### src/rtl/core/pidl_pkg.sv
package pidl_pkg;

  typedef enum logic [2:0] {
    OP_ADD_FRONT    = 3'd0,
    OP_ADD_END      = 3'd1,
    OP_INSERT_AT    = 3'd2,
    OP_DELETE_FRONT = 3'd3,
    OP_DELETE_AT    = 3'd4,
    OP_CLEAR        = 3'd5,
    OP_READ_OUT     = 3'd6
  } opcode_t;

  typedef enum logic [1:0] {
    ST_OK      = 2'd0,
    ST_INVALID = 2'd1,
    ST_EMPTY   = 2'd2,
    ST_FULL    = 2'd3
  } status_t;

  // What one cell loads at the next clock edge.
  typedef enum logic [2:0] {
    CELL_HOLD,
    CELL_LOAD,
    CELL_LEFT,
    CELL_RIGHT,
    CELL_HEAD
  } cell_sel_t;

  localparam int unsigned IO_WIDTH    = 32;
  localparam int unsigned POS_WIDTH   = 5;
  localparam int unsigned COUNT_WIDTH = 5;

endpackage

### src/rtl/core/positional_insert_delete_list.sv
// Bounded ordered list of signed values, held in a row of CAPACITY cells where
// cell 0 is the front of the list. A command transaction is accepted on a
// clock edge with start high and busy low. Add front, add end, insert at,
// delete front, delete at and clear finish in the accepting edge: the affected
// cells shift toward or away from the front at once, and the single result
// shows on the result ports in the next cycle with last_result high, so these
// commands can be issued back to back, one per cycle. Read-out of a list
// holding N elements keeps busy high until the last one is copied out: each
// cycle the front cell is copied out and the first N cells rotate by one
// toward the front, which brings the list back to its original order after
// the final element. The elements appear in list order, each registered at
// its rotation step, the last one with last_result high; an empty list gives
// one result with the empty status instead. Every result is valid for exactly
// one cycle while result_valid is high and cannot be held off by the receiver.
// A rejected command (bad position, empty or full list) leaves the list
// unchanged and reports its status. Opcode 7 is ignored and gives no result.
module positional_insert_delete_list #(
  parameter int unsigned CAPACITY    = 16,
  parameter int unsigned VALUE_WIDTH = 32
) (
  input  logic                                clk,
  input  logic                                rst,
  input  logic                                start,
  output logic                                busy,
  input  logic [2:0]                          opcode,
  input  logic [pidl_pkg::POS_WIDTH-1:0]      position,
  input  logic signed [pidl_pkg::IO_WIDTH-1:0] value,
  output logic                                result_valid,
  output logic [1:0]                          status,
  output logic signed [pidl_pkg::IO_WIDTH-1:0] element,
  output logic [pidl_pkg::COUNT_WIDTH-1:0]    element_count,
  output logic                                last_result
);
  import pidl_pkg::*;

  // The count must hold CAPACITY itself; compares use a width that also
  // covers the position field.
  localparam int unsigned CW    = $clog2(CAPACITY + 1);
  localparam int unsigned CMP_W = (CW > POS_WIDTH) ? CW : POS_WIDTH;

  typedef enum logic {
    S_IDLE,
    S_READ
  } state_t;

  state_t          state;
  logic [CW-1:0]   count;
  logic [CW-1:0]   rd_left;

  logic [VALUE_WIDTH-1:0] cell_q [CAPACITY];
  cell_sel_t              cell_sel [CAPACITY];
  logic [VALUE_WIDTH-1:0] store_val;
  logic [IO_WIDTH-1:0]    head_out;

  logic             accept;
  logic [CMP_W-1:0] cnt_e;
  logic [CMP_W-1:0] pos_e;
  logic [CMP_W-1:0] ins_pos;
  logic [CMP_W-1:0] del_pos;
  logic             do_ins;
  logic             do_del;
  logic             do_emit;
  logic             go_read;
  status_t          ed_status;
  logic [CW-1:0]    count_next;
  logic [CMP_W-1:0] count_next_e;

  assign busy   = (state == S_READ);
  assign accept = start && !busy;
  assign cnt_e  = CMP_W'(count);
  assign pos_e  = CMP_W'(position);
  assign count_next_e = CMP_W'(count_next);

  // Width conversion of a stored value on the way in and on the way out.
  generate
    if (VALUE_WIDTH > IO_WIDTH) begin : g_wide
      assign store_val = {{(VALUE_WIDTH - IO_WIDTH){value[IO_WIDTH-1]}}, value};
      assign head_out  = cell_q[0][IO_WIDTH-1:0];
    end else if (VALUE_WIDTH == IO_WIDTH) begin : g_same
      assign store_val = value;
      assign head_out  = cell_q[0];
    end else begin : g_narrow
      assign store_val = value[VALUE_WIDTH-1:0];
      assign head_out  = {{(IO_WIDTH - VALUE_WIDTH){cell_q[0][VALUE_WIDTH-1]}}, cell_q[0]};
    end
  endgenerate

  // Decode of one command: whether it edits the list, its status, and the
  // count it leaves behind.
  always_comb begin
    ins_pos    = cnt_e;
    del_pos    = '0;
    do_ins     = 1'b0;
    do_del     = 1'b0;
    do_emit    = 1'b1;
    go_read    = 1'b0;
    ed_status  = ST_OK;
    count_next = count;
    case (opcode_t'(opcode))
      OP_ADD_FRONT: begin
        ins_pos = '0;
        do_ins  = 1'b1;
      end
      OP_ADD_END: begin
        ins_pos = cnt_e;
        do_ins  = 1'b1;
      end
      OP_INSERT_AT: begin
        ins_pos = pos_e;
        do_ins  = 1'b1;
      end
      OP_DELETE_FRONT: begin
        if (count == '0) begin
          ed_status = ST_EMPTY;
        end else begin
          do_del  = 1'b1;
          del_pos = '0;
        end
      end
      OP_DELETE_AT: begin
        if (pos_e >= cnt_e) begin
          ed_status = ST_INVALID;
        end else begin
          do_del  = 1'b1;
          del_pos = pos_e;
        end
      end
      OP_CLEAR: begin
        count_next = '0;
      end
      OP_READ_OUT: begin
        if (count == '0) begin
          ed_status = ST_EMPTY;
        end else begin
          do_emit = 1'b0;
          go_read = 1'b1;
        end
      end
      default: begin
        do_emit = 1'b0;
      end
    endcase
    // The position check on an insert comes before the full check.
    if (do_ins) begin
      if (ins_pos > cnt_e) begin
        ed_status = ST_INVALID;
        do_ins    = 1'b0;
      end else if (count == CW'(CAPACITY)) begin
        ed_status = ST_FULL;
        do_ins    = 1'b0;
      end else begin
        count_next = count + 1'b1;
      end
    end
    if (do_del) begin
      count_next = count - 1'b1;
    end
  end

  // The row of cells. Each cell's move is set by how its index compares to
  // the edit position and to the count.
  generate
    for (genvar i = 0; i < CAPACITY; i++) begin : g_cell
      localparam logic [CMP_W-1:0] IDX  = CMP_W'(i);
      localparam logic [CMP_W-1:0] IDX1 = CMP_W'(i + 1);

      logic [VALUE_WIDTH-1:0] left_in;
      logic [VALUE_WIDTH-1:0] right_in;

      if (i == 0) begin : g_first
        assign left_in = store_val;
      end else begin : g_mid_l
        assign left_in = cell_q[i-1];
      end
      if (i == CAPACITY - 1) begin : g_last
        assign right_in = cell_q[i];
      end else begin : g_mid_r
        assign right_in = cell_q[i+1];
      end

      always_comb begin
        cell_sel[i] = CELL_HOLD;
        if (state == S_READ) begin
          // Rotate the occupied cells one step toward the front.
          if (IDX1 < cnt_e) begin
            cell_sel[i] = CELL_RIGHT;
          end else if (IDX1 == cnt_e) begin
            cell_sel[i] = CELL_HEAD;
          end
        end else if (accept && do_ins) begin
          if (IDX == ins_pos) begin
            cell_sel[i] = CELL_LOAD;
          end else if (IDX > ins_pos && IDX <= cnt_e) begin
            cell_sel[i] = CELL_LEFT;
          end
        end else if (accept && do_del) begin
          if (IDX >= del_pos && IDX1 < cnt_e) begin
            cell_sel[i] = CELL_RIGHT;
          end
        end
      end

      pidl_cell #(
        .VALUE_WIDTH(VALUE_WIDTH)
      ) u_cell (
        .clk      (clk),
        .sel      (cell_sel[i]),
        .load_val (store_val),
        .left     (left_in),
        .right    (right_in),
        .head     (cell_q[0]),
        .q        (cell_q[i])
      );
    end
  endgenerate

  // Command sequencing and the registered result ports.
  always_ff @(posedge clk) begin
    if (rst) begin
      state        <= S_IDLE;
      count        <= '0;
      rd_left      <= '0;
      result_valid <= 1'b0;
    end else begin
      result_valid <= 1'b0;
      case (state)
        S_IDLE: begin
          if (accept) begin
            count <= count_next;
            if (do_emit) begin
              result_valid  <= 1'b1;
              status        <= ed_status;
              element       <= '0;
              element_count <= count_next_e[COUNT_WIDTH-1:0];
              last_result   <= 1'b1;
            end
            if (go_read) begin
              state   <= S_READ;
              rd_left <= count;
            end
          end
        end
        S_READ: begin
          result_valid  <= 1'b1;
          status        <= ST_OK;
          element       <= head_out;
          element_count <= cnt_e[COUNT_WIDTH-1:0];
          last_result   <= (rd_left == CW'(1));
          rd_left       <= rd_left - 1'b1;
          if (rd_left == CW'(1)) begin
            state <= S_IDLE;
          end
        end
        default: begin
          state <= S_IDLE;
        end
      endcase
    end
  end

endmodule

### src/rtl/core/pidl_cell.sv
module pidl_cell #(
  parameter int unsigned VALUE_WIDTH = 32
) (
  input  logic                   clk,
  input  pidl_pkg::cell_sel_t    sel,
  input  logic [VALUE_WIDTH-1:0] load_val,
  input  logic [VALUE_WIDTH-1:0] left,
  input  logic [VALUE_WIDTH-1:0] right,
  input  logic [VALUE_WIDTH-1:0] head,
  output logic [VALUE_WIDTH-1:0] q
);
  import pidl_pkg::*;

  logic [VALUE_WIDTH-1:0] q_next;

  // The cell takes its new value from the command, a neighbor, or the head cell.
  always_comb begin
    case (sel)
      CELL_LOAD:  q_next = load_val;
      CELL_LEFT:  q_next = left;
      CELL_RIGHT: q_next = right;
      CELL_HEAD:  q_next = head;
      default:    q_next = q;
    endcase
  end

  always_ff @(posedge clk) begin
    q <= q_next;
  end

endmodule
### config.mk
export PLATFORM = sky130hd
export DESIGN_NAME = positional_insert_delete_list
export DESIGN_NICKNAME = d
export VERILOG_FILES = /design/src/rtl/core/pidl_pkg.sv /design/src/rtl/core/positional_insert_delete_list.sv /design/src/rtl/core/pidl_cell.sv
export SDC_FILE = /design/constraint.sdc
export NUM_CORES = 1
export LEC_CHECK = 0
export BUFFER_PORTS_ARGS = -buffer_cell sky130_fd_sc_hd__buf_2
export CELL_PAD_IN_SITES_DETAIL_PLACEMENT = 0
export CELL_PAD_IN_SITES_GLOBAL_PLACEMENT = 1
export CORE_MARGIN = 2
export CORE_UTILIZATION = 52
export DETAILED_ROUTE_END_ITERATION = 12
export PLACE_DENSITY_LB_ADDON = 0.25
export SYNTH_ARGS = -nofsm -noshare
export SYNTH_HDL_FRONTEND = slang
export SYNTH_HIERARCHICAL = 1
export SYNTH_SLANG_ARGS = --single-unit
### constraint.sdc
create_clock -name clk -period 5.85 [get_ports clk]
set_input_delay 0.585 -clock clk [delete_from_list [all_inputs] [get_ports clk]]
set_output_delay 0.585 -clock clk [all_outputs]
set_load 0.005 [all_outputs]
==> flow_summary.yaml <==
outcome:
  outcome: "complete, no violations"
placed_design:
  dpl_cell_area_sq_um: 36000
  io_buffers: 84
  detailed_place_hpwl_mm: 80.5
  routabilityCongestion: 0.961
routing:
  num_vias: 29000
  wl_mm: 116
  routedWlPerCell_microns: 30.7
  dr.pass1.iters: 8
  antenna_left: 0
  drt_iter0_drc: 3729
  vias_per_cell: 7.66
  drc: 0
synthesis:
  synth_nets: 2996
  synth_commonest_cells: "552 x edfxtp_1, 520 x or3_1, 512 x o22a_1, 480 x o221a_1, 173 x clkbuf_1"
  syn_avg_cell_area_sq_um: 11.9
  syn_area_sq_um: 34800
  synth_edf_count: 552
  yosysSeqAreaShare: 0.483
  synth_seq_cells: 564
  syn_inst: 2936
  ys_types: 67
  synth_flop_cell: "edfxtp_1"
  synthTopCellsByArea: "edfxtp_1 48%, o221a_1 16%, o22a_1 13%"
  synthArstFlopShare: 0
  synth_top_area_share: 0.476
  synth_top_area_cell: "edfxtp_1"
  synth_warnings: 6
  synthMostInstantiatedCell: "edfxtp_1"
pwr:
  fin_total_pwr_uw: 10600
  p_per_area_nw_per_um2: 278
  seqPwrFrac: 0.484
  combPwrFrac: 0.147
  power.leakage_uw: 0.0118
  p_clk_frac: 0.369
  p_int_uw: 7640
  max-vdd-ir-drop_uv: 202
  netSwitchingPower_uw: 2940
  power_switching_share: 0.278
floorplanning:
  dieArea_sq_um: 69100
  ios: 85
  initial_core_util: 0.528
  die_w_microns: 263
  die_h_microns: 263
  core-area_sq_um: 66000
  fp-row-count: 94
timing:
  setup_tns_ns: 0
  hold_viol: 0
  rsz0062_at_grt: "no"
  worst_pin_slew_ns: 1.27
  slew_headroom: 0.148
  slew_viol_final: 0
  clock_skew_ns: 0.0196
  fin_crit_sh: 0.824
  fmax_mhz: 207
  finalSetupViolations: 0
  period_minus_slack_ns: 4.82
flow_run:
  cap_violations: 0
grt:
  grt_pass1_wl_mm: 178
  antenna_found_initial: 3
  globalRouteOverflowTotal: 0
  track_usage: 0.326
  grt_pass1_vias: 28100
  grt_start_max_net_pins: 51
setup_path:
  path_class: "flop to flop"
  cp_max_fo: 26
  endpoint_kind: "flop"
  startpoint_type: "flop"
  critPathArrivalTime_ns: 5.17
  critPathRequiredTime_ns: 6.20
layout:
  fin_nets: 2933
  drive_above_1_share: 0.135
  fin_util: 0.576
  area_growth_pct: 9.15
  fin_area_sq_um: 38000
clock_tree:
  cts_hold_buf: 0
  cts_root_buf: "clkbuf_16"
  cts_sinks: 564
  clk_latency_ns: 0.61
  cts_htree_levels: 3
  clk_pin_slew_worst_paths_ns: 0.06
  cts-resized-gates: 0
  numCtsBuffers: 66
  tritoncts: "done"
  cts_setup_buffers: 0
  clockBufferDepth: 3
hold_path:
  hold_class: "input port to flop"
==> power by group through the flow <==
stage | Clock (uW) | Combinational, uW | Sequential [uW]
finish | 3910 | 1560 | 5120
floorplan | 0 | 1070 | 5020
global placement | 0 | 1470 | 5180
CTS | 3940 | 1520 | 5100
detailed placement | 0 | 1520 | 5180
global route | 4100 | 1660 | 5140
==> stage by stage <==
step	hold slack, ns	std cells	worst slack [ns]
finish	0.356	3783	1.03
global route	0.365	3782	0.782
CTS	0.337	3780	1.16
detailed placement	0.504	3669	0.682
global placement	0.476	3669	0.761
floorplan	0.468	2936	0.394
==> worst paths after layout <==
| kind | startpoint | end | slack [ns] | cells past startpoint |
|---|---|---|---|---|
| setup / recovery | cnt_e[4] | g_cell[1].u_cell/q[19] | 1.03 | 16 |
| hold / removal | rst | rd_left[3] | 0.36 | 2 |
| setup reg to reg | cnt_e[4] | g_cell[1].u_cell/q[19] | 1.03 | 16 |
| hold reg to reg | rd_left[4] | rd_left[4] | 0.52 | 2 |
==> registers in the layout, summed over array words and instances (netlist names) <==
register / cells
result_valid: 1
status: 2
cnt_e: 5
rd_left: 5
g_cell.u_cell/q: 512
last_result: 1
busy: 1
element_count: 5
element: 32
==> critical path, cell delays in order, from the launching register on <==
cell     delay, ns
dfxtp_1       0.31
buf_4         0.23
o21a_1        0.14
a31oi_1       0.37
inv_1         0.13
ha_1          0.31
and3_1        0.18
o21ai_0       0.11
a32oi_1       0.16
or4_1         0.74
or3_1         0.45
a21oi_1       0.16
buf_4         0.17
nor2b_2       0.17
nand2_1       0.25
buf_4         0.35
o221a_1       0.30
==> layout by cell type (no fill, tap or decap), drive strengths merged, types with 2 or more instances in the layout <==
master / n
or3: 520
ha: 17
nor2: 57
diode: 3
nor4b: 2
or2: 3
o22a: 512
inv: 16
xnor2: 16
a21o: 5
o311ai: 2
a221oi: 6
a31oi: 13
nor2b: 24
buf: 211
a211o: 4
nand3: 18
o31ai: 7
and3: 3
nor3: 11
clkbuf: 87
clkinv: 21
or4: 2
dfxtp: 12
edfxtp: 552
o21a: 4
a311oi: 2
nand4: 4
nor3b: 18
o22ai: 14
o21ai: 41
and2: 34
a21oi: 39
o221a: 512
nand2: 60
a211oi: 10
a2bb2oi: 2
nand2b: 36
==> layer usage <==
layer	GRT usage	wire length, microns
met1	0.465	48900
met2	0.509	52600
met3	0.0583	12000
met4	0.0966	2690
met5	0	15
==> cell families after synthesis <==
family / count (synthesis) / synth area share
and+or+nand+nor: 795 / 0.138
AOI/OAI and AO/OA: 1187 / 0.324
buffers and inverters: 357 / 0.0446
xor gates and xnor gates: 16 / 0.00402
DFF: 564 / 0.483
adders and majority gates: 17 / 0.00611
==> area by class of cell <==
| type | count | area [sq um] |
|---|---|---|
| fillers | 5343 | 28000 |
| flip-flops and latches | 564 | 16800 |
| multi-input cells | 2015 | 16700 |
| clock buffers | 87 | 1790 |
| repair buffers | 211 | 1370 |
| well taps | 864 | 1080 |
| clock inverters | 24 | 170 |
| inverters | 15 | 56.3 |
| diodes | 3 | 7.51 |
(Power assumes the default switching activity.)
